`config.mk`:
```
export PLATFORM = sky130hd
export DESIGN_NAME = nla_dist
export DESIGN_NICKNAME = d
export VERILOG_FILES = /design/src/hdl/nla_pkg.sv /design/src/hdl/nla_dist.sv
export SDC_FILE = /design/constraint.sdc
export NUM_CORES = 2
export LEC_CHECK = 0
export ABC_AREA = 1
export BUFFER_PORTS_ARGS = -buffer_cell sky130_fd_sc_hd__buf_2
export CAP_MARGIN = 15
export CORE_AREA = 2 2 480 482
export CTS_CLUSTER_DIAMETER = 150
export DETAILED_ROUTE_END_ITERATION = 10
export DIE_AREA = 0 0 482 484
export PLACE_DENSITY = 0.59
export SLEW_MARGIN = 20
export SYNTH_ARGS = -nofsm -noshare
export SYNTH_HDL_FRONTEND = slang
export SYNTH_SLANG_ARGS = --single-unit
export TNS_END_PERCENT = 5
```
`constraint.sdc`:
```
create_clock -name clk -period 9.4 [get_ports clk]
set_input_delay 0.47 -clock clk [delete_from_list [all_inputs] [get_ports clk]]
set_output_delay 0.47 -clock clk [all_outputs]
set_load 0.005 [all_outputs]
```
`src/hdl/nla_pkg.sv`:
```
// Shared constants, types and state codes of the nearest landmark association block.
package nla_pkg;

	localparam int MAX_LANDMARKS = 256;
	localparam int MAX_FEATURES = 256;

	localparam int SCAN_W = (MAX_LANDMARKS > 1) ? $clog2(MAX_LANDMARKS) : 1;
	localparam int CNT_W = $clog2(MAX_LANDMARKS + 1);
	localparam int FEAT_W = (MAX_FEATURES > 1) ? $clog2(MAX_FEATURES) : 1;

	localparam int COORD_W = 24;
	localparam int DIFF_W = 25;
	localparam int SQ_W = 48;
	localparam int DIST_W = 50;
	localparam int RADIUS_W = 52;
	localparam int LIDX_W = 9;
	localparam int FIDX_W = 8;
	localparam int OUTC_W = 2;
	localparam int CMD_W = 2;
	localparam int CFG_IDX_W = 1;
	localparam int HITS_W = 2;

	// Latency of the distance pipeline and width of its drain counter
	localparam int DIST_LAT = 3;
	localparam int DRAIN_W = 2;

	localparam logic [DIST_W-1:0] INIT_MIN_DIST = 50'd655360000000000;
	localparam logic [LIDX_W-1:0] NO_LANDMARK = 9'd511;
	localparam logic [RADIUS_W-1:0] MATCH_RADIUS_RST = 52'd65536;
	localparam logic [RADIUS_W-1:0] NEW_RADIUS_RST = 52'd41943;
	localparam logic [HITS_W-1:0] HITS_MANY = 2'd2;

	// Command codes
	localparam logic [CMD_W-1:0] CMD_START = 2'd0;
	localparam logic [CMD_W-1:0] CMD_LOAD = 2'd1;
	localparam logic [CMD_W-1:0] CMD_ASSOC = 2'd2;

	// Outcome codes
	localparam logic [OUTC_W-1:0] OUTC_MATCH = 2'd0;
	localparam logic [OUTC_W-1:0] OUTC_NEW = 2'd1;
	localparam logic [OUTC_W-1:0] OUTC_AMBIG = 2'd2;

	// Configuration register indexes
	localparam logic [CFG_IDX_W-1:0] REG_MATCH_RADIUS = 1'd0;
	localparam logic [CFG_IDX_W-1:0] REG_NEW_RADIUS = 1'd1;

	typedef struct packed {
		logic signed [COORD_W-1:0] x;
		logic signed [COORD_W-1:0] y;
		logic signed [COORD_W-1:0] z;
	} point_t;

	typedef struct packed {
		logic valid;
		logic [SCAN_W-1:0] idx;
	} dist_tag_t;

	typedef struct packed {
		logic valid;
		logic [SCAN_W-1:0] idx;
		logic [DIST_W-1:0] dsq;
	} dist_res_t;

	typedef enum logic [1:0] {
		ST_IDLE,
		ST_SCAN,
		ST_DRAIN,
		ST_FINISH
	} state_t;

endpackage

```
`src/hdl/nla_dist.sv`:
```
// Three-stage squared distance pipeline between a query and one landmark.
module nla_dist (
	input  logic               clk,
	input  logic               arst_n,
	input  nla_pkg::dist_tag_t tag,
	input  nla_pkg::point_t    query,
	input  nla_pkg::point_t    landmark,
	output nla_pkg::dist_res_t res
);

	logic                              valid_s1, valid_s2, valid_s3;
	logic [nla_pkg::SCAN_W-1:0]        idx_s1, idx_s2, idx_s3;
	logic signed [nla_pkg::DIFF_W-1:0] dx_s1, dy_s1, dz_s1;
	logic [nla_pkg::SQ_W-1:0]          sqx_s2, sqy_s2, sqz_s2;
	logic [nla_pkg::DIST_W-1:0]        dist_s3;
	logic signed [2*nla_pkg::DIFF_W-1:0] prod_x, prod_y, prod_z;

	// Advance the valid flags
	always_ff @(posedge clk or negedge arst_n) begin
		if (!arst_n) begin
			valid_s1 <= 1'b0;
			valid_s2 <= 1'b0;
			valid_s3 <= 1'b0;
		end else begin
			valid_s1 <= tag.valid;
			valid_s2 <= valid_s1;
			valid_s3 <= valid_s2;
		end
	end

	// Stage 1: coordinate differences
	always_ff @(posedge clk) begin
		idx_s1 <= tag.idx;
		dx_s1  <= nla_pkg::DIFF_W'(query.x) - nla_pkg::DIFF_W'(landmark.x);
		dy_s1  <= nla_pkg::DIFF_W'(query.y) - nla_pkg::DIFF_W'(landmark.y);
		dz_s1  <= nla_pkg::DIFF_W'(query.z) - nla_pkg::DIFF_W'(landmark.z);
	end

	// Stage 2: squares, each below 2^48
	assign prod_x = dx_s1 * dx_s1;
	assign prod_y = dy_s1 * dy_s1;
	assign prod_z = dz_s1 * dz_s1;

	always_ff @(posedge clk) begin
		idx_s2 <= idx_s1;
		sqx_s2 <= prod_x[nla_pkg::SQ_W-1:0];
		sqy_s2 <= prod_y[nla_pkg::SQ_W-1:0];
		sqz_s2 <= prod_z[nla_pkg::SQ_W-1:0];
	end

	// Stage 3: sum of squares
	always_ff @(posedge clk) begin
		idx_s3  <= idx_s2;
		dist_s3 <= nla_pkg::DIST_W'(sqx_s2) + nla_pkg::DIST_W'(sqy_s2)
			+ nla_pkg::DIST_W'(sqz_s2);
	end

	assign res.valid = valid_s3;
	assign res.idx   = idx_s3;
	assign res.dsq   = dist_s3;

endmodule

```
# Word level (Yosys, flattened, before mapping)
# Cells that the tools add are included.
[word_totals] regBits=296 latchBits=0 ramBits=0 romBits=0 output_inout_bits=59 elab_cells=21 n_memories=0
[classes] addsub=5 multipliers=3 n_div=0 order_cmp=0 eq_ne=0 shift=0 mux=0 n_bitwise=0 reduce_logical=0
[ops] operator="multiplier 25 x 25 -> 48 bit" n=3
[ops] operator="subtractor 24 x 24 -> 25 bit" n=3
[ops] operator="adder 49 x 48 -> 50 bit" n=1
[ops] operator="adder 48 x 48 -> 49 bit" n=1

# Depth between registers and ports, before layout
[depth] word_depth=2 mapped_depth=32

# Least setup slack after synthesis
# OpenSTA, ideal clock, no wires.
[synth_timing] path_kind="register to register" startpoint="register dz_s1[24] (netlist bit)" endpoint="register sqz_s2[47] (netlist bit)" setup_ps=112 t_arrival_ps=6472 required_time_ps=9288 setup_slack_ps=2815 path_stages_with_launch=28 period_less_slack_ps=6585 path_cell_list="dfxtp_1 clkbuf_1 buf_1 nand2_1 inv_1 fa_1 fa_1 fa_1 inv_1 fa_1 inv_1 fa_1 inv_1 fa_1 inv_1 fa_1 ha_1 nand2_1 nor3_1 nand2_1 nor2_2 inv_1 nor2_1 nand2_1 nand3_2 inv_1 nand2_1 nand2_1"
[synth_via] elab_chain_cells=1
[synth_lines] element="start: declaration" line_no="nla_dist.sv:13" rtl="logic signed [nla_pkg::DIFF_W-1:0] dx_s1, dy_s1, dz_s1;"
[synth_lines] element="start signal: assignment" line_no="nla_dist.sv:36" rtl="dz_s1 <= nla_pkg::DIFF_W'(query.z) - nla_pkg::DIFF_W'(landmark.z);"
[synth_lines] element="multiplier 25 x 25 -> 48 bit" line_no="nla_dist.sv:42" rtl="assign prod_z = dz_s1 * dz_s1;"
[synth_lines] element="via prod_z (one bit)" line_no="nla_dist.sv:16" rtl="logic signed [2*nla_pkg::DIFF_W-1:0] prod_x, prod_y, prod_z;"
[synth_lines] element="end signal: assignment" line_no="nla_dist.sv:48" rtl="sqz_s2 <= prod_z[nla_pkg::SQ_W-1:0];"
[synth_lines] element="end: declaration" line_no="nla_dist.sv:14" rtl="logic [nla_pkg::SQ_W-1:0] sqx_s2, sqy_s2, sqz_s2;"
# The timed path passes the listed nets, and every way through them passes these cells.

# Final worst setup path
[layout_timing] startpoint="register dy_s1[4] (netlist bit)" endpoint="register sqy_s2[39] (netlist bit)"
[layout_via] elab_chain_cells=1
[layout_lines] element="start: declaration" line_no="nla_dist.sv:13"
[layout_lines] element="start signal: assignment" line_no="nla_dist.sv:35" rtl="dy_s1 <= nla_pkg::DIFF_W'(query.y) - nla_pkg::DIFF_W'(landmark.y);"
[layout_lines] element="multiplier 25 x 25 -> 48 bit" line_no="nla_dist.sv:41" rtl="assign prod_y = dy_s1 * dy_s1;"
[layout_lines] element="via prod_y (one bit)" line_no="nla_dist.sv:16"
[layout_lines] element="end signal: assignment" line_no="nla_dist.sv:47" rtl="sqy_s2 <= prod_y[nla_pkg::SQ_W-1:0];"
[layout_lines] element="end: declaration" line_no="nla_dist.sv:14"
# The timed path passes the listed nets, and every way through them passes these cells.

==> summary.md <==
| Metric | Value |
|---|---|
| Run status | `finished clean` |
| WHS | `74.4 ps` |
| Worst slew margin | `0.312` |
| Data required time of the worst path | `9970 ps` |
| Setup Fix Bufs, Post-CTS | `0` |
| Synth top area cells | `fa_1, inv_1, nand2_1` |
| Top cells by instance count after synthesis | `inv_1, nand2_1, fa_1, ha_1, nor2_1` |
| Share of the synthesized area in the top cell type | `0.459` |
| Multi-input logic area | `61300 sq um` |
| Fin. Hold Viols | `0` |
| Vias post-DR | `59800` |
| Crit path max fanout | `17` |
| Clk slew on worst S/H paths | `60 ps` |
| Final setup TNS | `0 ps` |
| Root Driver | `clkbuf_16` |
| Number of global-route vias before repair | `65900` |
| Remaining global-route overflow | `0` |
| # fillers | `23800` |
| CP Data Arrival Time | `7890 ps` |
| WL/cell | `17.0 um` |
| Top_reg_cell synth | `dfxtp_1` |
| Critical path cell sequence | `buf_4, nand2_1, inv_1, fa_1, fa_1, inv_1, fa_1, inv_1, fa_1, fa_1, fa_1, fa_1, ha_1, nand2_1, nor2_1, nand2_1, nor2_1, nand3_1, nand4_1, nand2_1` |
| DP HPWL | `198 mm` |
| Final Max Slew Viols | `0` |
| Worst-case clock buffer depth | `3` |
| Mapped Cells | `9873` |
| RSZ-0062 raised after global routing | `no` |
| Post-synth ARST share | `0.0102` |
| # IOs | `214` |
| Slew at the pin with the worst max-slew slack | `1030 ps` |
| Die Height | `484 um` |
| DRC errors left | `0` |
| Initial antenna violation count | `7` |
| Register area | `5880 sq um` |
| Count leader, synth | `inv_1` |
| Layout cells sized above 1 | `0.0493` |
| CTS H-tree depth | `2` |
| Area grow syn2layout | `7.72%` |
| Initial cell density of the core | `0.348` |
| Post-route ant nets | `0` |
| Core area | `229000 sq um` |
| Worst Hold Class | `input pin to flop` |
| Non-filler cells, final | `13100` |
| Util after Layout | `0.375` |
| Max_cap viols | `0` |
| CTS tree | `yes` |
| First-pass GRT wire length | `359 mm` |
| Final setup viols | `0` |
| Number of synthesized flops with an enable pin | `0` |
| Largest net degree at the start of global routing | `34` |
| Num CTS Buffers | `41` |
| Placed Instances | `13000` |
| Clock Skews | `48.4 ps` |
| FF+latch count, synth | `293` |
| Final nets | `12500` |
| Chip Width | `482 um` |
| Overall routing resource usage | `0.197` |
| Fin crit period | `7320 ps` |
| # port buffers | `213` |
| Avg Cell Area, Syn | `8.06 sq um` |
| Synth Warn # | `0` |
| Post-synthesis sequential area ratio | `0.0739` |
| Cell repeated most along the worst path | `fa_1` |
| Clk sinks | `293` |
| # rows | `176` |
| Crit. End Element | `flop` |
| Final GP Congestion | `0.944` |
| FMAX | `137 MHz` |
| Synth Cell Area | `79500 sq um` |
| CP max stage delay | `880 ps` |
| Largest area contributor in the netlist | `fa_1` |
| Setup crit start kind | `flop` |
| Drt first-iter violations | `3426` |
| Vias per std cell | `4.58` |
| PostCTS Resize Cnt | `0` |
| Netlist cell types | `51` |
| Final Cycle Share | `0.779` |
| Die ar. | `233000 sq um` |
| Crit Path Category | `flop to flop` |
| Final wirelength | `222 mm` |
| Slowest library cell on the worst path | `dfxtp_1` |
| Worst skew pair latency | `680 ps` |
| First-pass DRT Iterations | `6` |
kinds of logic (layout without fill, tap and decap cells):
family                     Yosys count  count (layout)  synth area share
DFF                                293             293            0.0739
and+or+nand+nor                   3126            3126             0.160
other                                1               5         0.0000471
xor gates and xnor gates           212             212            0.0235
adders and majority gates         2389            2389             0.548
AOI/OAI and AO/OA                  566             566            0.0399
buffers and inverters             3286            3437             0.155
final timing paths:
kind	cells past startpoint	endpoint	slack, ps	startpoint
setup / recovery	20	sqy_s2[39]	2080	dy_s1[4]
hold / removal	3	dy_s1[0]	70	landmark[24]
setup reg to reg	20	sqy_s2[39]	2080	dy_s1[4]
hold reg to reg	0	idx_s3[7]	320	idx_s2[7]
max in group asynchronous	2	valid_s2	9190	arst_n
min in group asynchronous	2	valid_s1	110	arst_n
layout make-up:
type / instances / share of cell area
well taps: 3026 / 0.0442
flip-flops and latches: 293 / 0.0686
repair buffers: 301 / 0.0204
multi-input cells: 6296 / 0.716
diodes: 2 / 0.0000584
clock inverters: 23 / 0.00353
clock buffers: 53 / 0.0133
inverters: 3060 / 0.134
per-layer routing:
layer / vias to the layer above / GRT usage / wire length (um)
li1: 28400 / - / -
met1: 29700 / 0.273 / 101000
met2: 1368 / 0.323 / 104000
met3: 247 / 0.0248 / 11400
met4: 0 / 0.0517 / 6130
met5: - / 0 / 0
registers in the layout (all words and copies together), names as in the netlist:
register / flops
dist_s3: 50
sqx_s2: 47
sqy_s2: 47
sqz_s2: 47
dx_s1: 25
dy_s1: 25
dz_s1: 25
idx_s1: 8
idx_s2: 8
idx_s3: 8
valid_s1: 1
valid_s2: 1
valid_s3: 1
stage by stage:
stage               area [sq um]  worst slack [ps]
floorplan                  79600              2820
global placement           84100              2160
detailed placement         84100              2110
CTS                        85700              2090
global route               85700              1700
finish                     85700              2080
repair_timing:
| action | in CTS | in global routing |
|---|---|---|
| hold buffers | 10 | 0 |
| setup endpoints to repair | 0 | 0 |
| hold endpoints to repair | 12 | 0 |
cell usage in the layout (no fill, tap or decap), types with 167 or more instances in the layout:
| cell type | instances |
|---|---|
| fa_1 | 1822 |
| xor2_1 | 167 |
| a21oi_1 | 298 |
| nand3_1 | 251 |
| buf_2 | 213 |
| nor2_1 | 438 |
| nand2_1 | 2211 |
| dfxtp_1 | 289 |
| ha_1 | 567 |
| inv_1 | 3051 |
critical path: cells and delay by family (launching register included):
| kind | cells | cell delay [ps] |
|---|---|---|
| adder cells (fa/ha/maj) | 8 | 4080 |
| buffers and inverters | 4 | 770 |
| flip-flops | 1 | 880 |
| AND/OR/NAND/NOR | 8 | 1480 |
Power is not shown: default switching activity piles up to over one toggle a cycle in this logic, so the estimate is an artifact.
