**src/hdl/nla_pkg.sv**
```systemverilog
// Shared constants, types and state codes of the nearest landmark association block.
package nla_pkg;

	localparam int MAX_LANDMARKS = 256;
	localparam int MAX_FEATURES = 256;

	localparam int SCAN_W = (MAX_LANDMARKS > 1) ? $clog2(MAX_LANDMARKS) : 1;
	localparam int CNT_W = $clog2(MAX_LANDMARKS + 1);
	localparam int FEAT_W = (MAX_FEATURES > 1) ? $clog2(MAX_FEATURES) : 1;

	localparam int COORD_W = 24;
	localparam int DIFF_W = 25;
	localparam int SQ_W = 48;
	localparam int DIST_W = 50;
	localparam int RADIUS_W = 52;
	localparam int LIDX_W = 9;
	localparam int FIDX_W = 8;
	localparam int OUTC_W = 2;
	localparam int CMD_W = 2;
	localparam int CFG_IDX_W = 1;
	localparam int HITS_W = 2;

	// Latency of the distance pipeline and width of its drain counter
	localparam int DIST_LAT = 3;
	localparam int DRAIN_W = 2;

	localparam logic [DIST_W-1:0] INIT_MIN_DIST = 50'd655360000000000;
	localparam logic [LIDX_W-1:0] NO_LANDMARK = 9'd511;
	localparam logic [RADIUS_W-1:0] MATCH_RADIUS_RST = 52'd65536;
	localparam logic [RADIUS_W-1:0] NEW_RADIUS_RST = 52'd41943;
	localparam logic [HITS_W-1:0] HITS_MANY = 2'd2;

	// Command codes
	localparam logic [CMD_W-1:0] CMD_START = 2'd0;
	localparam logic [CMD_W-1:0] CMD_LOAD = 2'd1;
	localparam logic [CMD_W-1:0] CMD_ASSOC = 2'd2;

	// Outcome codes
	localparam logic [OUTC_W-1:0] OUTC_MATCH = 2'd0;
	localparam logic [OUTC_W-1:0] OUTC_NEW = 2'd1;
	localparam logic [OUTC_W-1:0] OUTC_AMBIG = 2'd2;

	// Configuration register indexes
	localparam logic [CFG_IDX_W-1:0] REG_MATCH_RADIUS = 1'd0;
	localparam logic [CFG_IDX_W-1:0] REG_NEW_RADIUS = 1'd1;

	typedef struct packed {
		logic signed [COORD_W-1:0] x;
		logic signed [COORD_W-1:0] y;
		logic signed [COORD_W-1:0] z;
	} point_t;

	typedef struct packed {
		logic valid;
		logic [SCAN_W-1:0] idx;
	} dist_tag_t;

	typedef struct packed {
		logic valid;
		logic [SCAN_W-1:0] idx;
		logic [DIST_W-1:0] dsq;
	} dist_res_t;

	typedef enum logic [1:0] {
		ST_IDLE,
		ST_SCAN,
		ST_DRAIN,
		ST_FINISH
	} state_t;

endpackage

```
**src/hdl/nla_cell.sv**
```systemverilog
// One landmark cell of the rotating store ring.
module nla_cell (
	input  logic            clk,
	input  logic            load_en,
	input  nla_pkg::point_t load_data,
	input  logic            shift_en,
	input  nla_pkg::point_t shift_in,
	output nla_pkg::point_t data
);

	nla_pkg::point_t data_q;

	// Capture a loaded landmark, otherwise take the neighbor's entry while rotating
	always_ff @(posedge clk) begin
		if (load_en) begin
			data_q <= load_data;
		end else if (shift_en) begin
			data_q <= shift_in;
		end
	end

	assign data = data_q;

endmodule

```
**config.mk**
```make
export PLATFORM = sky130hd
export DESIGN_NAME = nla_cell
export DESIGN_NICKNAME = d
export VERILOG_FILES = /design/src/hdl/nla_pkg.sv /design/src/hdl/nla_cell.sv
export SDC_FILE = /design/constraint.sdc
export NUM_CORES = 1
export LEC_CHECK = 0
export BUFFER_PORTS_ARGS = -buffer_cell sky130_fd_sc_hd__clkbuf_2
export CAP_MARGIN = 30
export CORE_ASPECT_RATIO = 0.9
export CORE_MARGIN = 2
export CORE_UTILIZATION = 42
export DETAILED_ROUTE_END_ITERATION = 12
export PLACE_DENSITY = 0.78
export SYNTH_ARGS = -nofsm -noshare
export SYNTH_HDL_FRONTEND = slang
export SYNTH_SLANG_ARGS = --single-unit
```
**constraint.sdc**
```tcl
create_clock -name clk -period 4.1 [get_ports clk]
set_input_delay 1.025 -clock clk [delete_from_list [all_inputs] [get_ports clk]]
set_output_delay 1.025 -clock clk [all_outputs]
set_load 0.1 [all_outputs]
```
=== After elaboration in Yosys (flattened, before gate mapping) ===
Cells that the tools add are included.

* Register bits after elaboration: 72
* Output and inout port bits: 72

* Reduce and logical (&&, ||, !) cells: 1
* Multiplexer cells: 2

{| class="wikitable"
|+ Operators with widths
! cell !! number
|-
| $mux 72 || 2
|-
| $reduce_bool 2->1 || 1
|}

=== Depth between registers and ports, before layout ===
Gate-level depths: netlist of the first run.

* Depth after elaboration: 2
* Gate-level depth with buffers: 3

=== Worst setup path before layout of the first run ===
No wires, ideal clock.

* Kind: input-to-reg
* Start: input port load_en
* End: register data_q (netlist bit data[0]), enable pin
* Data arrival time: 2.975 ns
* Path slack: 0.691 ns
* Buffers on the path: 2
* Setup time: 0.434 ns
* Required time: 3.666 ns
* Cell stages on the path: 3
* Cells stage by stage: buf_6 buf_12 or2_1

* Word-level cells in the longest chain between the ends: 1

{| class="wikitable"
|+ Ends and longest elaborated chain
! item !! line !! RTL
|-
| start: declaration || nla_cell.sv:4 || <nowiki>input logic load_en,</nowiki>
|-
| $reduce_bool 2->1 (no source line) || -- ||
|-
| end signal: assignment || nla_cell.sv:16 || <nowiki>data_q <= load_data;</nowiki>
|-
| end signal: assignment || nla_cell.sv:18 || <nowiki>data_q <= shift_in;</nowiki>
|-
| end: declaration || nla_cell.sv:11 || <nowiki>nla_pkg::point_t data_q;</nowiki>
|}

Every way passes these cells.
A chain may end at the register's enable or synchronous reset.

=== Worst setup path after layout of the first run ===
* Start: register data_q (netlist bit data[11])
* End: output port data[11] (netlist name)

{| class="wikitable"
|+ RTL lines
! item !! line !! RTL
|-
| end: declaration || nla_cell.sv:8 || <nowiki>output nla_pkg::point_t data</nowiki>
|}

No word-level cell between the ends.

==> impl_results.md, run 1 <==
* Result of the run: completed
* Area growth, synth to finish at 38.2%
* Global-route wire length before repair at 10.2 mm
* Iter 0 DRT Violations at 54
* Synthesized netlist cell count at 153
* Startpoint class of the critical path: flip-flop
* Post-route setup TNS at 0 ps
* Number of iterations in the first detailed-routing pass at 4
* Setup fix buffers added after clock tree synthesis at 0
* Hold path start: shift_in[58]
* Pwr Density at 509 nW/um2
* Row count at 31
* Routed wire length at 7.18 mm
* Switching power share of the total at 0.404
* Synthesized-area fraction occupied by xor and xnor cells at 0
* Worst-case clock buffer depth at 2
* Placer congestion estimate at 0.786
* HPWL Detailed at 5.45 mm
* Slew @ Worst Pin at 989 ps
* Placeable core area at 7950 um2
* Portion of netlist area occupied by mux cells at 0.316
* Utilization after layout at 0.589
* Peak supply drop at 0.000176 V
* Worst-path cell chain: clkbuf_2
* Total clock buffers created by CTS at 9
* Remaining antenna violation count after routing at 0
* Crit path buf inv count at 1
* Number of sinks on the clock net at 72
* Data required time of the critical path at 3070 ps
* Clock network fraction of design power at 0.248
* Upper clock frequency limit at 457 MHz
* Net Switching at 962 uW
* Count of H-tree levels built during CTS at 3
* DIE WIDTH at 98.7 um
* Hold-fix buffers at CTS at 0
* Largest stage delay, worst path at 460 ps
* Via density per instance at 4.54
* Antenna Diode Count at 0
* Number of fill cells at 651
* Sequential element share of the synthesized area at 0.638
* Register bit total from synthesis at 72
* Root cell of the clock tree: sky130_fd_sc_hd__clkbuf_8
* Top-level I/O count at 219
* Crit. End Element: output port
* Setup violations, final at 0
* Number of antenna violations at the first check in global routing at 0
* Internal power of the cells at 1420 uW
* Number of failing hold endpoints at the final stage at 0
* Synthesized net count at 300
* DRC viols at 0
* Synth Area in Compound Gates at 0
* Total global-route track usage at 0.154
* Family with the most delay on the worst path: buffers and inverters
* Clock transition time at the flip-flop clock pins of the worst setup and hold paths at 80 ps
* Crit-path slowest cell: sky130_fd_sc_hd__clkbuf_2
* Average instance area after synthesis at 22.2 um2
* Pin count of the biggest net entering global routing at 73
* Proportion of layout cells with a drive suffix above 1 at 0.803
* Initial core utilization at 0.426
* Number of library cell types mapped by synthesis at 6
* Fraction of the cycle the final worst path needs at 0.534
* Dominant combinational cell family by area after synthesis: multiplexers
* Die Span Y at 89.2 um
* Synthesized-area fraction occupied by adder cells at 0
* Post-layout nets at 523
* Cts repair resizes at 0
* Count of warnings emitted by yosys at 0
* Sequential Power Share at 0.389
* Leak pwr at 0.00233 uW
* Number of flip-flops in the largest register at 72
* Data arrival time of the critical path at 1160 ps
* Area share of and/or/nand/nor cells after synthesis at 0.00185
* I/O Buffers at 218
* Vias at 2177
* Crit path launch: data[11]
* Worst slew margin relative to its limit at 0.340
* Most common cell after layout, fill and taps aside: sky130_fd_sc_hd__clkbuf_2
* Die Outline Area at 8810 um2
* Shortest clock period the worst path allows after layout at 2190 ps
* Cell area after synthesis at 3390 um2
* Worst hold path type: in2reg
* Via count of the first global-routing pass at 2081
* Worst Setup Path Type: reg2out
* Max cap viols at 0
* Combinational fraction of design power at 0.363
* Worst-path maximum fanout at 1
* Unrepaired setup endpoints after global routing: false
* Number of pins with negative max-slew slack in the final report at 0
* Most used cells in the layout excluding fill and tap cells: sky130_fd_sc_hd__clkbuf_2, sky130_fd_sc_hd__edfxtp_1, sky130_fd_sc_hd__mux2_4, sky130_fd_sc_hd__clkbuf_8
* TritonCTS clock tree: built
* Total congestion overflow after global routing at 0
* Per-cell routed wire length at 15.0 um
==> power by group through the flow <==
stage	sequential [uW]	clock [uW]	combinational (uW)
after floorplan	1530	0	131
after global placement	941	0	862
after detailed placement	945	0	868
after CTS	929	607	869
after global routing	935	633	889
final	927	592	864
==> final cells by class <==
cell class                      instances  area [um2]  share of cell area
Clock buffer                            9         124              0.0264
Sequential cell                        72        2160               0.462
Multi-Input combinational cell         73        1080               0.230
Tap cell                               99         124              0.0264
Clock inverter                          7        86.3              0.0184
Timing Repair Buffer                  220        1110               0.237
==> synth_stat cells, drive strengths merged <==
library cell  number  share of area
edfxtp            72           0.64
mux2              72           0.32
or2                1         0.0018
buf                8          0.045
==> path summary, 6_finish.rpt <==
path / endpoint / cells after the start
setup / recovery: data[11] / 1
hold / removal: data[58] / 2
==> layer usage <==
metal / vias up / routed length [um] / global-route usage
met5: - / 0 / 0
met2: 123 / 3630 / 0.268
met4: 0 / 83 / 0.0648
met1: 1002 / 2880 / 0.180
met3: 7 / 587 / 0.0446
li1: 1045 / - / -
==> per-stage QoR <==
stage                     cells  instance area, um2  hold slack, ps  total power, uW  setup slack, ps
after CTS                   480                4680             969             2400             1890
after detailed placement    464                4470            1330             1810             1710
after floorplan             153                3390            1240             1670              691
after global placement      464                4470            1330             1800             1750
final                       480                4680             985             2380             1910
after global routing        480                4680             971             2460             1860
==> kinds of logic (layout without fill, tap and decap cells) <==
family | after synthesis | in the layout
mux | 72 | 72
buf+inv | 8 | 236
flops | 72 | 72
simple gates | 1 | 1
No activity file was read; power rests on OpenSTA's default activity.
==> run 2: changes to the inputs <==
Settings changed: ABC_AREA set to 1, CORE_UTILIZATION 42 to 37, PLACE_DENSITY 0.78 to 0.74.
Clock period 4.1 ns to 1.9 ns, I/O delays scaled along.
==> impl_results.md, run 2 <==
* Utilization after layout at 0.545 (was 0.589)
* Hold slack final at 404 ps (was 985 ps)
* Synth top area share at 0.691 (was 0.638)
* Number of flip-flops in the largest register at 72 (unchanged)
* Total clock buffers created by CTS at 9 (unchanged)
* Max cap viols at 0 (unchanged)
* Routed wire length at 7.69 mm (was 7.18 mm)
* Synthesized net count at 452 (was 300)
* Crit path buf inv count at 1 (unchanged)
* Pwr Density at 1140 nW/um2 (was 509 nW/um2)
* Number of synthesized flops with an enable pin at 72 (unchanged)
* Shortest clock period the worst path allows after layout at 1630 ps
* Placed Area at 4230 um2 (was 4470 um2)
* Clock transition time at the flip-flop clock pins of the worst setup and hold paths at 80 ps (about the same)
* Share of flip-flops with an asynchronous set or reset at 0 (unchanged)
* Initial core utilization at 0.384 (was 0.426)
* Leak pwr at 0.00241 uW (was 0.00233 uW)
* Area growth, synth to finish at 41.9% (was 38.2%)
* Most frequent cells after synthesis: sky130_fd_sc_hd__nand2_1, sky130_fd_sc_hd__edfxtp_1, sky130_fd_sc_hd__clkbuf_8 (was sky130_fd_sc_hd__edfxtp_1, sky130_fd_sc_hd__mux2_4, sky130_fd_sc_hd__buf_12)
* Antenna Diode Count at 0 (unchanged)
* Worst-case clock buffer depth at 2 (unchanged)
* Number of failing hold endpoints at the final stage at 0 (unchanged)
* Total congestion overflow after global routing at 0 (unchanged)
* Post-Layout Cell Count at 624 (was 480)
* Worst hold path type: in2reg (unchanged)
* Die Outline Area at 9210 um2 (was 8810 um2)
* Average instance area after synthesis at 10.3 um2 (was 22.2 um2)
* Cts repair resizes at 0 (unchanged)
* Post-route setup TNS at 0 ps (unchanged)
* Remaining antenna violation count after routing at 0 (unchanged)
* Number of pins with negative max-slew slack in the final report at 0 (unchanged)
* Dominant cell type by area after synthesis: sky130_fd_sc_hd__edfxtp_1 (unchanged)
* Hold-fix buffers at CTS at 0 (unchanged)
* Most numerous cell in the Yosys netlist: sky130_fd_sc_hd__nand2_1 (was sky130_fd_sc_hd__edfxtp_1)
* I/O Buffers at 218 (unchanged)
* Count of H-tree levels built during CTS at 3 (unchanged)
* Total global-route track usage at 0.164 (was 0.154)
* Unrepaired setup endpoints after global routing: false (unchanged)
* Fraction of the cycle the final worst path needs at 0.858
* Crit-path slowest cell: sky130_fd_sc_hd__clkbuf_2 (unchanged)
* Data arrival time of the critical path at 1160 ps (about the same)
* Most used cells in the layout excluding fill and tap cells: sky130_fd_sc_hd__clkbuf_2, sky130_fd_sc_hd__nand2_1, sky130_fd_sc_hd__edfxtp_1, sky130_fd_sc_hd__clkbuf_8 (was sky130_fd_sc_hd__clkbuf_2, sky130_fd_sc_hd__edfxtp_1, sky130_fd_sc_hd__mux2_4, sky130_fd_sc_hd__clkbuf_8)
* Per-cell routed wire length at 12.3 um (was 15.0 um)
* Placeable core area at 8150 um2 (was 7950 um2)
* Row count at 31 (unchanged)
* Sequential element share of the synthesized area at 0.691 (was 0.638)
* Result of the run: completed (unchanged)
* Sequential standard cell area at 2160 um2 (unchanged)
* DIE WIDTH at 101 um (was 98.7 um)
* Worst Setup Path Type: reg2out (unchanged)
* Root cell of the clock tree: sky130_fd_sc_hd__clkbuf_8 (unchanged)
* Count of warnings emitted by yosys at 0 (unchanged)
* Top cells by area, synth: sky130_fd_sc_hd__edfxtp_1, sky130_fd_sc_hd__nand2_1, sky130_fd_sc_hd__clkbuf_8 (was sky130_fd_sc_hd__edfxtp_1, sky130_fd_sc_hd__mux2_4, sky130_fd_sc_hd__buf_12)
* Data required time of the critical path at 1420 ps (was 3070 ps)
* Commonest register cell after synthesis: sky130_fd_sc_hd__edfxtp_1 (unchanged)
* Pin count of the biggest net entering global routing at 73 (unchanged)
* Post-layout nets at 668 (was 523)
* Proportion of layout cells with a drive suffix above 1 at 0.450 (was 0.803)
* Setup violations, final at 0 (unchanged)
* Min-Delay Endpoint: data[2] (was data[58])
* Die Span Y at 91.2 um (was 89.2 um)
* Number of library cell types mapped by synthesis at 6 (unchanged)
* Worst-path maximum fanout at 1 (unchanged)
* Via density per instance at 4.38 (was 4.54)
* Worst Hold Depth at 3 (was 2)
* Number of fill cells at 733 (was 651)
* TritonCTS clock tree: built (unchanged)
* Crit path launch: data[38] (was data[11])
* Final instance area at 4440 um2 (was 4680 um2)
* Synthesized netlist cell count at 305 (was 153)
* Upper clock frequency limit at 613 MHz
* Setup fix buffers added after clock tree synthesis at 0 (unchanged)
* Number of sinks on the clock net at 72 (unchanged)
* Slew @ Worst Pin at 995 ps (was 989 ps)
* Iter 0 DRT Violations at 90 (was 54)
* Register bit total from synthesis at 72 (unchanged)
* Placed Cells at 609 (was 464)
* Crit. End Element: output port (unchanged)
* Global-route wire length before repair at 11.6 mm (was 10.2 mm)
* Area of combinational cells with multiple inputs at 820 um2 (was 1080 um2)
* Placer congestion estimate at 0.816 (was 0.786)
* Worst-path cell chain: clkbuf_2 (unchanged)
* Most common cell after layout, fill and taps aside: sky130_fd_sc_hd__clkbuf_2 (unchanged)
* Via count of the first global-routing pass at 2518 (was 2081)
* Hold path start: shift_in[2] (was shift_in[58])
* Family with the most delay on the worst path: buffers and inverters (unchanged)
* Number of antenna violations at the first check in global routing at 0 (unchanged)
* Largest stage delay, worst path at 460 ps (about the same)
* Startpoint class of the critical path: flip-flop (unchanged)
* HPWL Detailed at 5.81 mm (was 5.45 mm)
* Cell area after synthesis at 3130 um2 (was 3390 um2)
* Number of iterations in the first detailed-routing pass at 4 (unchanged)
* Vias at 2736 (was 2177)
* Peak supply drop at 0.000550 V (was 0.000176 V)
* DRC viols at 0 (unchanged)
* Worst slew margin relative to its limit at 0.337 (was 0.340)
* Top-level I/O count at 219 (unchanged)
[run 2: cell types whose count changed after synthesis]
cell	delta
sky130_fd_sc_hd__buf_12	-7
sky130_fd_sc_hd__buf_2	+7
sky130_fd_sc_hd__buf_6	-1
sky130_fd_sc_hd__clkbuf_8	+8
sky130_fd_sc_hd__inv_2	+1
sky130_fd_sc_hd__mux2_2	-3
sky130_fd_sc_hd__mux2_4	-69
sky130_fd_sc_hd__nand2_1	+216
sky130_fd_sc_hd__or2_1	-1
sky130_fd_sc_hd__or2_2	+1
[run 2: kinds of logic (layout without fill, tap and decap cells)]
logic type / Yosys count / count (layout) / synth area share
DFF: 72 / 72 / 0.691
buffers and inverters: 16 / 236 / 0.0476
and+or+nand+nor: 217 / 217 / 0.261
[run 2: how the worst max path moves through the flow]
stage / end / slack (ps) / cells after the start
after global placement: data[60] / 170 / 2
after CTS: data[38] / 240 / 1
final: data[38] / 270 / 1
after global routing: data[38] / 220 / 1
after floorplan: data[0] / 300 / 2
after detailed placement: data[41] / 100 / 2
[run 2: final cells by class]
class / instances / share of cell area
clock inverter: 5 / 0.0186
sequential: 72 / 0.487
timing repair buffer: 220 / 0.252
inverter: 1 / 0.000846
multi-input combinational: 217 / 0.185
tap: 99 / 0.0279
clock buffer: 10 / 0.0288
[run 2: where the power goes]
part / switching, uW / internal (uW) / total [uW] / leakage, uW
clock: 548 / 735 / 1280 / 0.000106
sequential: 49.0 / 1950 / 2000 / 0.000742
combinational: 1510 / 269 / 1780 / 0.00156
total: 2110 / 2960 / 5070 / 0.00241
[run 2: through the flow]
stage,total power (uW),setup slack [ps]
3_3_place_gp,3810,171
3_5_place_dp,3830,100
6_report,5070,269
5_1_grt,5250,222
2_1_floorplan,3490,297
4_1_cts,5110,236
[run 2: metal layers]
metal / track usage / vias up / wire length [um]
met2: 0.288 / 138 / 3860
met5: 0 / - / 0
met4: 0.0541 / 0 / 149
li1: - / 1407 / -
met1: 0.184 / 1178 / 3020
met3: 0.0570 / 13 / 665
